==> src/rtl/assert_macros.svh <==
// Assertion helpers for the RTL.
`ifndef ASSERT_MACROS_SVH
`define ASSERT_MACROS_SVH

// Same-cycle implication, disabled in reset.
`define ASSERT_IMPLIES(label, clk, rst_n, ante, cons) \
    label: assert property (@(posedge clk) disable iff (!(rst_n)) (ante) |-> (cons)) \
        else $error("implication check failed");

// Next-cycle implication, disabled in reset.
`define ASSERT_NEXT(label, clk, rst_n, ante, cons) \
    label: assert property (@(posedge clk) disable iff (!(rst_n)) (ante) |=> (cons)) \
        else $error("next-cycle check failed");

`endif

==> src/rtl/scgp_pkg.sv <==
`timescale 1ns / 1ps

package scgp_pkg;

    localparam int unsigned POS_W = 7;
    localparam logic [POS_W-1:0] FRAME_MAX = 7'd64;
    localparam int unsigned ACC_W = 32;
    localparam int unsigned TERM_W = 9;

    localparam logic [7:0] CH_OPEN  = 8'h7B;
    localparam logic [7:0] CH_CLOSE = 8'h7D;
    localparam logic [7:0] CH_HASH  = 8'h23;
    localparam logic [7:0] CH_ZERO  = 8'h30;
    localparam logic [7:0] CH_THREE = 8'h33;
    localparam logic [7:0] CH_SLOW  = 8'h59;
    localparam logic [7:0] CH_FAST  = 8'h58;
    localparam logic [7:0] CH_STOP  = 8'h5A;
    localparam logic [7:0] CH_FWD   = 8'h41;
    localparam logic [7:0] CH_BACK  = 8'h43;
    localparam logic [7:0] CH_RIGHT = 8'h42;
    localparam logic [7:0] CH_LEFT  = 8'h44;

    // Motion flag bit positions.
    localparam int unsigned MOT_FWD_BIT   = 0;
    localparam int unsigned MOT_BACK_BIT  = 1;
    localparam int unsigned MOT_LEFT_BIT  = 2;
    localparam int unsigned MOT_RIGHT_BIT = 3;

    typedef enum logic [2:0] {
        MOT_CLEAR,
        MOT_FWD,
        MOT_BACK,
        MOT_RIGHT,
        MOT_LEFT
    } motion_op_t;

    // Classified byte, as passed from the front end to the execute side.
    typedef struct packed {
        motion_op_t                mot;
        logic                      set_fast;
        logic                      set_slow;
        logic                      is_open;
        logic                      is_close;
        logic                      code_ok;
        logic [1:0]                code_sel;
        logic signed [TERM_W-1:0]  term;
    } cmd_t;

endpackage

==> src/rtl/scgp_front.sv <==
`timescale 1ns / 1ps

module scgp_front (
    input  logic            s_valid,
    output logic            s_ready,
    input  logic [7:0]      s_rx_byte,
    input  logic            q_full,
    output logic            q_push,
    output scgp_pkg::cmd_t  q_cmd
);
    import scgp_pkg::*;

    assign s_ready = !q_full;
    assign q_push  = s_valid && !q_full;

    always_comb begin
        q_cmd = '0;
        case (s_rx_byte)
            CH_STOP:  q_cmd.mot = MOT_CLEAR;
            CH_FWD:   q_cmd.mot = MOT_FWD;
            CH_BACK:  q_cmd.mot = MOT_BACK;
            CH_RIGHT: q_cmd.mot = MOT_RIGHT;
            CH_LEFT:  q_cmd.mot = MOT_LEFT;
            default:  q_cmd.mot = MOT_CLEAR;
        endcase
        q_cmd.set_fast = (s_rx_byte == CH_FAST);
        q_cmd.set_slow = (s_rx_byte == CH_SLOW);
        q_cmd.is_open  = (s_rx_byte == CH_OPEN);
        q_cmd.is_close = (s_rx_byte == CH_CLOSE);
        // Only '0'..'3' select a gain; '#' and everything else fall outside.
        q_cmd.code_ok  = (s_rx_byte inside {[CH_ZERO:CH_THREE]}) && (s_rx_byte != CH_HASH);
        // '0'..'3' carry the gain index in their low two bits.
        q_cmd.code_sel = s_rx_byte[1:0];
        q_cmd.term     = $signed({1'b0, s_rx_byte}) - $signed({1'b0, CH_ZERO});
    end

endmodule

==> src/rtl/scgp_queue.sv <==
`timescale 1ns / 1ps

module scgp_queue (
    input  logic            aclk,
    input  logic            aresetn,
    input  logic            push,
    input  scgp_pkg::cmd_t  push_cmd,
    output logic            full,
    input  logic            pop,
    output logic            not_empty,
    output scgp_pkg::cmd_t  head_cmd
);
    import scgp_pkg::*;

    cmd_t       slot_reg [2];
    logic       wr_ptr_reg, wr_ptr_next;
    logic       rd_ptr_reg, rd_ptr_next;
    logic [1:0] count_reg, count_next;

    assign full      = (count_reg == 2'd2);
    assign not_empty = (count_reg != 2'd0);
    assign head_cmd  = slot_reg[rd_ptr_reg];

    always_comb begin
        wr_ptr_next = wr_ptr_reg ^ push;
        rd_ptr_next = rd_ptr_reg ^ pop;
        count_next  = count_reg + {1'b0, push} - {1'b0, pop};
    end

    always_ff @(posedge aclk) begin
        if (!aresetn) begin
            wr_ptr_reg <= 1'b0;
            rd_ptr_reg <= 1'b0;
            count_reg  <= 2'd0;
        end else begin
            wr_ptr_reg <= wr_ptr_next;
            rd_ptr_reg <= rd_ptr_next;
            count_reg  <= count_next;
        end
    end

    always_ff @(posedge aclk) begin
        if (push) begin
            slot_reg[wr_ptr_reg] <= push_cmd;
        end
    end

endmodule

==> src/rtl/scgp_back.sv <==
`timescale 1ns / 1ps

module scgp_back (
    input  logic                              aclk,
    input  logic                              aresetn,
    input  logic                              q_not_empty,
    input  scgp_pkg::cmd_t                    q_cmd,
    output logic                              q_pop,
    output logic                              m_valid,
    input  logic                              m_ready,
    output logic                              m_move_forward,
    output logic                              m_move_back,
    output logic                              m_turn_left,
    output logic                              m_turn_right,
    output logic                              m_fast_mode,
    output logic                              m_gain_valid,
    output logic [1:0]                        m_gain_select,
    output logic signed [scgp_pkg::ACC_W-1:0] m_gain_hundredths
);
    import scgp_pkg::*;

    localparam int unsigned EXT_W = ACC_W + 4;
    localparam logic signed [EXT_W-1:0] ACC_MAX = EXT_W'(32'sh7FFF_FFFF);
    localparam logic signed [EXT_W-1:0] ACC_MIN = EXT_W'(32'sh8000_0000);

    function automatic logic signed [ACC_W-1:0] sat_acc(
        input logic signed [ACC_W-1:0]  acc,
        input logic signed [TERM_W-1:0] term
    );
        logic signed [EXT_W-1:0] ext;
        logic signed [EXT_W-1:0] v;
        ext = EXT_W'(acc);
        // acc * 10 as (acc << 3) + (acc << 1)
        v = (ext <<< 3) + (ext <<< 1) + EXT_W'(term);
        if (v > ACC_MAX) begin
            return ACC_MAX[ACC_W-1:0];
        end else if (v < ACC_MIN) begin
            return ACC_MIN[ACC_W-1:0];
        end else begin
            return v[ACC_W-1:0];
        end
    endfunction

    logic                    valid_reg, valid_next;
    logic [3:0]              motion_reg, motion_next;
    logic                    speed_reg, speed_next;
    logic                    open_reg, open_next;
    logic [POS_W-1:0]        pos_reg, pos_next;
    logic                    code_ok_reg, code_ok_next;
    logic [1:0]              code_sel_reg, code_sel_next;
    logic signed [ACC_W-1:0] acc_reg, acc_next;
    logic                    gvalid_reg, gvalid_next;
    logic [1:0]              gsel_reg, gsel_next;
    logic signed [ACC_W-1:0] gval_reg, gval_next;

    // Take the next item whenever the output slot is free or being emptied.
    assign q_pop = q_not_empty && (!valid_reg || m_ready);

    always_comb begin
        valid_next    = valid_reg;
        motion_next   = motion_reg;
        speed_next    = speed_reg;
        open_next     = open_reg;
        pos_next      = pos_reg;
        code_ok_next  = code_ok_reg;
        code_sel_next = code_sel_reg;
        acc_next      = acc_reg;
        gvalid_next   = gvalid_reg;
        gsel_next     = gsel_reg;
        gval_next     = gval_reg;

        if (m_ready) begin
            valid_next = 1'b0;
        end

        if (q_pop) begin
            valid_next = 1'b1;

            if (q_cmd.set_slow) begin
                speed_next = 1'b0;
            end
            if (q_cmd.set_fast) begin
                speed_next = 1'b1;
            end

            case (q_cmd.mot)
                MOT_CLEAR: motion_next = 4'b0000;
                MOT_FWD:   motion_next = 4'b0001 << MOT_FWD_BIT;
                MOT_BACK:  motion_next = 4'b0001 << MOT_BACK_BIT;
                MOT_RIGHT: begin
                    motion_next = motion_reg & ((4'b0001 << MOT_FWD_BIT) |
                                                (4'b0001 << MOT_BACK_BIT));
                    motion_next[MOT_RIGHT_BIT] = 1'b1;
                end
                MOT_LEFT: begin
                    motion_next = motion_reg & ((4'b0001 << MOT_FWD_BIT) |
                                                (4'b0001 << MOT_BACK_BIT));
                    motion_next[MOT_LEFT_BIT] = 1'b1;
                end
                default:   motion_next = 4'b0000;
            endcase

            gvalid_next = 1'b0;
            gsel_next   = 2'd0;
            gval_next   = '0;

            if (q_cmd.is_close) begin
                // A set code implies an open frame past its code byte.
                if (open_reg && code_ok_reg) begin
                    gvalid_next = 1'b1;
                    gsel_next   = code_sel_reg;
                    gval_next   = acc_reg;
                end
                open_next     = 1'b0;
                pos_next      = '0;
                code_ok_next  = 1'b0;
                code_sel_next = 2'd0;
                acc_next      = '0;
            end else begin
                open_next = open_reg || q_cmd.is_open;
                if (open_next && (pos_reg < FRAME_MAX)) begin
                    if (pos_reg == POS_W'(1)) begin
                        code_ok_next  = q_cmd.code_ok;
                        code_sel_next = q_cmd.code_sel;
                    end else if (pos_reg >= POS_W'(3)) begin
                        acc_next = sat_acc(acc_reg, q_cmd.term);
                    end
                    pos_next = pos_reg + POS_W'(1);
                end
            end
        end
    end

    always_ff @(posedge aclk) begin
        if (!aresetn) begin
            valid_reg    <= 1'b0;
            motion_reg   <= 4'b0000;
            speed_reg    <= 1'b0;
            open_reg     <= 1'b0;
            pos_reg      <= '0;
            code_ok_reg  <= 1'b0;
            code_sel_reg <= 2'd0;
            acc_reg      <= '0;
        end else begin
            valid_reg    <= valid_next;
            motion_reg   <= motion_next;
            speed_reg    <= speed_next;
            open_reg     <= open_next;
            pos_reg      <= pos_next;
            code_ok_reg  <= code_ok_next;
            code_sel_reg <= code_sel_next;
            acc_reg      <= acc_next;
        end
    end

    always_ff @(posedge aclk) begin
        gvalid_reg <= gvalid_next;
        gsel_reg   <= gsel_next;
        gval_reg   <= gval_next;
    end

    // Motion and speed state only move on a pop, so they double as outputs.
    assign m_valid           = valid_reg;
    assign m_move_forward    = motion_reg[MOT_FWD_BIT];
    assign m_move_back       = motion_reg[MOT_BACK_BIT];
    assign m_turn_left       = motion_reg[MOT_LEFT_BIT];
    assign m_turn_right      = motion_reg[MOT_RIGHT_BIT];
    assign m_fast_mode       = speed_reg;
    assign m_gain_valid      = gvalid_reg;
    assign m_gain_select     = gsel_reg;
    assign m_gain_hundredths = gval_reg;

endmodule

==> src/rtl/serial_command_and_gain_parser_unit.sv <==
// Serial command and gain parser: takes one received byte per item and returns one result
// item per byte, at a sustained rate of one item per clock while m_ready is held high. Each
// result carries the four motion flags and the speed mode as they stand after that byte,
// plus a gain update when the byte is a '}' closing a frame whose code byte is '0'..'3';
// the gain is a signed fixed-point value in hundredths, saturated to 32 bits, and the gain
// fields read zero when gain_valid is low. The byte decoder writes a two-entry queue, and
// the execute stage that owns all parser state and the output register pops it. The rate
// is set by the execute stage, whose times-ten accumulate and saturation feed back into
// the accumulator every item. With the result channel stalled the block still takes up
// to two more bytes, as the queue fills, before s_ready drops.
`timescale 1ns / 1ps
`include "assert_macros.svh"

module serial_command_and_gain_parser_unit (
    input  logic                              aclk,
    input  logic                              aresetn,
    input  logic                              s_valid,
    output logic                              s_ready,
    input  logic [7:0]                        s_rx_byte,
    output logic                              m_valid,
    input  logic                              m_ready,
    output logic                              m_move_forward,
    output logic                              m_move_back,
    output logic                              m_turn_left,
    output logic                              m_turn_right,
    output logic                              m_fast_mode,
    output logic                              m_gain_valid,
    output logic [1:0]                        m_gain_select,
    output logic signed [scgp_pkg::ACC_W-1:0] m_gain_hundredths
);
    import scgp_pkg::*;

    // Front end to queue.
    logic q_full;
    logic q_push;
    cmd_t push_cmd;

    // Queue to execute stage.
    logic q_not_empty;
    logic q_pop;
    cmd_t head_cmd;

    // Decode each byte into a command and push it while the queue has room.
    scgp_front u_front (
        .s_valid   (s_valid),
        .s_ready   (s_ready),
        .s_rx_byte (s_rx_byte),
        .q_full    (q_full),
        .q_push    (q_push),
        .q_cmd     (push_cmd)
    );

    // Hold decoded items so the decoder keeps accepting, until the queue fills, while the result side stalls.
    scgp_queue u_queue (
        .aclk      (aclk),
        .aresetn   (aresetn),
        .push      (q_push),
        .push_cmd  (push_cmd),
        .full      (q_full),
        .pop       (q_pop),
        .not_empty (q_not_empty),
        .head_cmd  (head_cmd)
    );

    // Apply each command to the motion, speed and frame state and register the result.
    scgp_back u_back (
        .aclk              (aclk),
        .aresetn           (aresetn),
        .q_not_empty       (q_not_empty),
        .q_cmd             (head_cmd),
        .q_pop             (q_pop),
        .m_valid           (m_valid),
        .m_ready           (m_ready),
        .m_move_forward    (m_move_forward),
        .m_move_back       (m_move_back),
        .m_turn_left       (m_turn_left),
        .m_turn_right      (m_turn_right),
        .m_fast_mode       (m_fast_mode),
        .m_gain_valid      (m_gain_valid),
        .m_gain_select     (m_gain_select),
        .m_gain_hundredths (m_gain_hundredths)
    );

    // Gain fields stay zero unless a gain is reported.
    `ASSERT_IMPLIES(a_gain_zero_when_idle, aclk, aresetn, m_valid && !m_gain_valid,
        (m_gain_select == 2'd0) && (m_gain_hundredths == '0))
    // A gain only comes from a close byte, which stops all motion.
    `ASSERT_IMPLIES(a_gain_stops_motion, aclk, aresetn, m_valid && m_gain_valid,
        !m_move_forward && !m_move_back && !m_turn_left && !m_turn_right)
    // Opposing motion flags never show together.
    `ASSERT_IMPLIES(a_motion_exclusive, aclk, aresetn, m_valid,
        !(m_move_forward && m_move_back) && !(m_turn_left && m_turn_right))

endmodule

==> config.mk <==
export PLATFORM = sky130hd
export DESIGN_NAME = serial_command_and_gain_parser_unit
export DESIGN_NICKNAME = d
export VERILOG_FILES = /design/src/rtl/scgp_pkg.sv /design/src/rtl/scgp_front.sv /design/src/rtl/scgp_queue.sv /design/src/rtl/scgp_back.sv /design/src/rtl/serial_command_and_gain_parser_unit.sv
export VERILOG_INCLUDE_DIRS = /design/src /design/src/rtl
export SDC_FILE = /design/constraint.sdc
export NUM_CORES = 1
export LEC_CHECK = 0
export BUFFER_PORTS_ARGS = -buffer_cell sky130_fd_sc_hd__buf_2
export CELL_PAD_IN_SITES_DETAIL_PLACEMENT = 0
export CELL_PAD_IN_SITES_GLOBAL_PLACEMENT = 1
export CORE_AREA = 2 2 180 182
export CTS_CLUSTER_DIAMETER = 60
export DETAILED_ROUTE_END_ITERATION = 7
export DIE_AREA = 0 0 182 184
export GPL_TIMING_DRIVEN = 1
export HOLD_SLACK_MARGIN = 0.1
export PLACE_DENSITY = 0.54
export SETUP_SLACK_MARGIN = 0.02
export SLEW_MARGIN = 20
export SYNTH_ARGS = -nofsm -noshare
export SYNTH_HDL_FRONTEND = slang
export SYNTH_SLANG_ARGS = --single-unit
==> constraint.sdc <==
create_clock -name aclk -period 8.49 [get_ports aclk]
set_input_delay 1.2735 -clock aclk [delete_from_list [all_inputs] [get_ports aclk]]
set_output_delay 1.2735 -clock aclk [all_outputs]
set_load 0.01 [all_outputs]
==> flow_results.org <==
** GRT
- Global routing consumed, over all layers together, 12.3% of the routing resources.
- Global routing finished with a remaining overflow of 0.
- Global routing consumed, on the met2 layer, 20.5% of the routing resources.
- Number of global-route vias before repair :: 5775
- Global routing consumed, on the met1 layer, 16.2% of the routing resources.
- Entering global routing, the biggest net connects 41 pins.
- For met3 alone, demand over resource in global routing was 2.67%.
- The layer flagged by global routing as most heavily used is met2.
- The number of antenna violations at the first check in global routing is 0.
- First-pass GRT wire length :: 32200 um

** Route
- Ratio of routed vias to standard cells :: 4.69
- Number of remaining DRC errors :: 0
- The routed design has 19400 um of wire.
- Routed len/inst :: 16.3 um
- The first TritonRoute pass finished after 4 iterations.
- After the first detailed-routing iteration, the DRC count stood at 267.
- For this block, the via count after detailed routing is 5572.
- The count of nets left with antenna violations once routing finished came out at 0.

** Worst setup path
- STA puts the critical path data required time at 8.73 ns.
- Data arrival, critical path :: 5.77 ns
- Endpoint type of the worst setup path :: flop
- Maximum net fanout on the critical path :: 28
- The critical path is of the flop to flop type.
- Startpoint type of the worst setup path :: flop

** Pwr
- Across the VDD grid, the largest voltage drop is 0.000127 V.
- The analysis attributes to cell leakage a power of 3.56 nW.
- For this design the ratio of total power to cell area is 253 mW/mm2.
- The completed layout was analyzed and its total power is 0.00229 W.

** Logic synthesis
- By area the synthesized netlist is led by sky130_fd_sc_hd__edfxtp_1, sky130_fd_sc_hd__dfxtp_1, sky130_fd_sc_hd__fa_1.
- Top cell type's share of synthesized area :: 26.5%
- Synth warn :: 0
- After synthesis, flip-flops and latches occupy 40.3% of the total area.
- Post-synthesis instance area :: 0.00782 mm2
- Synthesized instance count :: 723
- Summed over all instances, the cell type with the most area after synthesis is sky130_fd_sc_hd__edfxtp_1.
- Yosys mapped a number of flops with a built-in enable equal to 69.
- In the synthesized netlist, the cells that appear most often are sky130_fd_sc_hd__nand2_1, sky130_fd_sc_hd__edfxtp_1, sky130_fd_sc_hd__dfxtp_1.
- Number of synthesized register bits :: 123
- Asr flop ratio synth :: 0%
- Dominant synthesized flop cell :: sky130_fd_sc_hd__edfxtp_1
- Average instance area after synthesis :: 10.8 um2
- sky130_fd_sc_hd__nand2_1 is the most common cell in the netlist.
- Synth unique cells :: 74
- The number of nets handed over by synthesis was 812.

** CTS
- Once the clock tree was built, the setup fixing pass inserted 0 buffers.
- CTS HTree Levels :: 4
- The later pin in the worst-skew pair is clocked with a latency of 0.43 ns.
- The tree built by TritonCTS fans out to 123 sinks.
- TritonCTS built the clock tree.
- In this run the clock root is driven by a sky130_fd_sc_hd__clkbuf_16.
- In this run the deepest clock path goes through 2 buffers.
- Hold repair after CTS inserted 0 buffers.
- Counting the buffers created by CTS gives 17.
- Gates resized during post-CTS repair numbered 0.
- Clock transition time at the flip-flop clock pins of the worst setup and hold paths :: 0.06 ns

** STA
- The worst path in the final design needs a cycle of 5.52 ns, including I/O delays and setup.
- Final setup violation count :: 0
- Adding up every negative setup slack in the final design gives 0 ns.
- Unrepaired setup endpoints after global routing :: false
- The total count of max-transition violations in the final report was 0.
- Worst max-slew margin expressed relative to the limit :: 32.2%
- Crit share post-route :: 65.1%
- Clock skew on the completed layout was measured at 0.0124 ns.
- Crit path setup slack, layout :: 2.97 ns
- Maximum frequency from static timing analysis :: 181 MHz
- Slew at the pin with the worst max-slew slack :: 1.01 ns
- Fin. Hold Viols :: 0

** Finish
- Core occupancy in the finished layout :: 28.8%
- Antenna diode instance count :: 0
- Max reg flops :: 34
- The net count of the finished layout is 861.
- In the final layout, the share of cells above drive strength 1 is 18.3%.
- From synthesis to final layout, the design area changed by 15.7%.

** Die
- DIE WIDTH :: 182 um
- The floorplan step defined a die boundary enclosing 0.0335 mm2.
- 54 I/O pins were placed.
- For this configuration, the core starts out at a cell density of 24.9%.
- Site row count :: 65
- The floorplan step set the die height to 184 um.
- The total area inside the core boundary comes to 0.0314 mm2.

** Placed design
- Final weighted congestion in routability-driven placement :: 0.796
- DP Worst Slack :: 2.86 ns
- Post-detail-place hpwl :: 13900 um
- IO buf count :: 53

** Hold path
- Hold/Removal Path Class :: flop to flop
- Start point of the worst hold path :: u_back.motion_reg[2]

** Run status
- Result of the run :: finished, final reports clean

** Flow run
- Max-cap violations in this run came to 0.
-- where the power goes --
group	internal (W)	switching, W	total, W
combinational	0.000277	0.000527	0.000804
sequential	0.000757	0.0000297	0.000787
clock	0.000404	0.000294	0.000698
-- critical path, stage by stage, from the launching register on --
cell and delay, ns:
sky130_fd_sc_hd__dfxtp_1 0.30, sky130_fd_sc_hd__buf_4 0.26, sky130_fd_sc_hd__mux2_2 0.80, sky130_fd_sc_hd__fa_1 0.56, sky130_fd_sc_hd__ha_1 0.38, sky130_fd_sc_hd__a21oi_1 0.20
sky130_fd_sc_hd__o21ai_0 0.18, sky130_fd_sc_hd__a221oi_2 0.41, sky130_fd_sc_hd__a21boi_2 0.15, sky130_fd_sc_hd__a2111oi_0 0.53, sky130_fd_sc_hd__a311oi_2 0.19, sky130_fd_sc_hd__a41oi_4 0.76
sky130_fd_sc_hd__buf_4 0.40, sky130_fd_sc_hd__o311ai_2 0.14
-- final cells by class --
class,instances,area (um2)
repair buffers,60,318
multi-input cells,553,4450
well taps,402,503
clock buffers,19,433
inverters,17,63.8
fillers,3297,22300
clock inverters,13,121
flip-flops and latches,123,3150
-- final timing paths --
kind | endpoint | slack (ns) | cells after the start
worst max-delay path | u_back.acc_reg[26] | 2.97 | 13
worst min-delay path | u_back.motion_reg[2] | 0.47 | 2
worst max register to register | u_back.acc_reg[26] | 2.97 | 13
worst min register to register | u_back.motion_reg[2] | 0.47 | 2
-- per-stage QoR --
step	instance area [um2]	cells	hold slack, ns
detailed placement	8490	1155	0.462
floorplan	7820	723	0.450
global placement	8490	1155	0.456
finish	9050	1187	0.466
CTS	9050	1187	0.472
global route	9050	1187	0.497
-- logic make-up after synthesis --
logic type | synth area share, %
AO/OA/AOI/OAI | 19.1
XOR/XNOR | 3.92
adder cells (fa/ha/maj) | 15.4
buffers and inverters | 2.75
flip-flops | 40.3
multiplexers | 2.64
AND/OR/NAND/NOR | 15.8
-- cells in the final DEF, fill, tap and decap left out, types with 4 or more instances in the layout --
cell type and n:
sky130_fd_sc_hd__mux2_2 13, sky130_fd_sc_hd__xnor2_1 21, sky130_fd_sc_hd__inv_1 16, sky130_fd_sc_hd__nor2b_1 5
sky130_fd_sc_hd__nand3_1 6, sky130_fd_sc_hd__nand2_1 77, sky130_fd_sc_hd__o211ai_1 4, sky130_fd_sc_hd__xor2_1 14
sky130_fd_sc_hd__nor3_1 14, sky130_fd_sc_hd__a21oi_1 35, sky130_fd_sc_hd__o21ai_0 31, sky130_fd_sc_hd__nor2_1 38
sky130_fd_sc_hd__nor4_1 5, sky130_fd_sc_hd__ha_1 45, sky130_fd_sc_hd__nand2b_1 9, sky130_fd_sc_hd__buf_4 7
sky130_fd_sc_hd__or2_2 5, sky130_fd_sc_hd__o21a_1 6, sky130_fd_sc_hd__and3_1 6, sky130_fd_sc_hd__a211oi_1 11
sky130_fd_sc_hd__nand4_1 11, sky130_fd_sc_hd__buf_2 53, sky130_fd_sc_hd__dfxtp_1 54, sky130_fd_sc_hd__fa_1 32
sky130_fd_sc_hd__a31oi_1 4, sky130_fd_sc_hd__o311ai_2 21, sky130_fd_sc_hd__and2_1 47, sky130_fd_sc_hd__a21boi_0 6
sky130_fd_sc_hd__edfxtp_1 69, sky130_fd_sc_hd__a22oi_1 9, sky130_fd_sc_hd__mux2i_1 6, sky130_fd_sc_hd__and4_1 4
sky130_fd_sc_hd__clkbuf_16 17, sky130_fd_sc_hd__a21o_1 16, sky130_fd_sc_hd__clkinv_4 5
-- metal layers --
| metal | share of wire, % | vias up |
|---|---|---|
| met5 | 0 | - |
| met4 | 0.96 | 0 |
| met3 | 3.3 | 12 |
| met2 | 48 | 103 |
| met1 | 48 | 2674 |
| li1 | - | 2783 |
(Power assumes the default switching activity.)
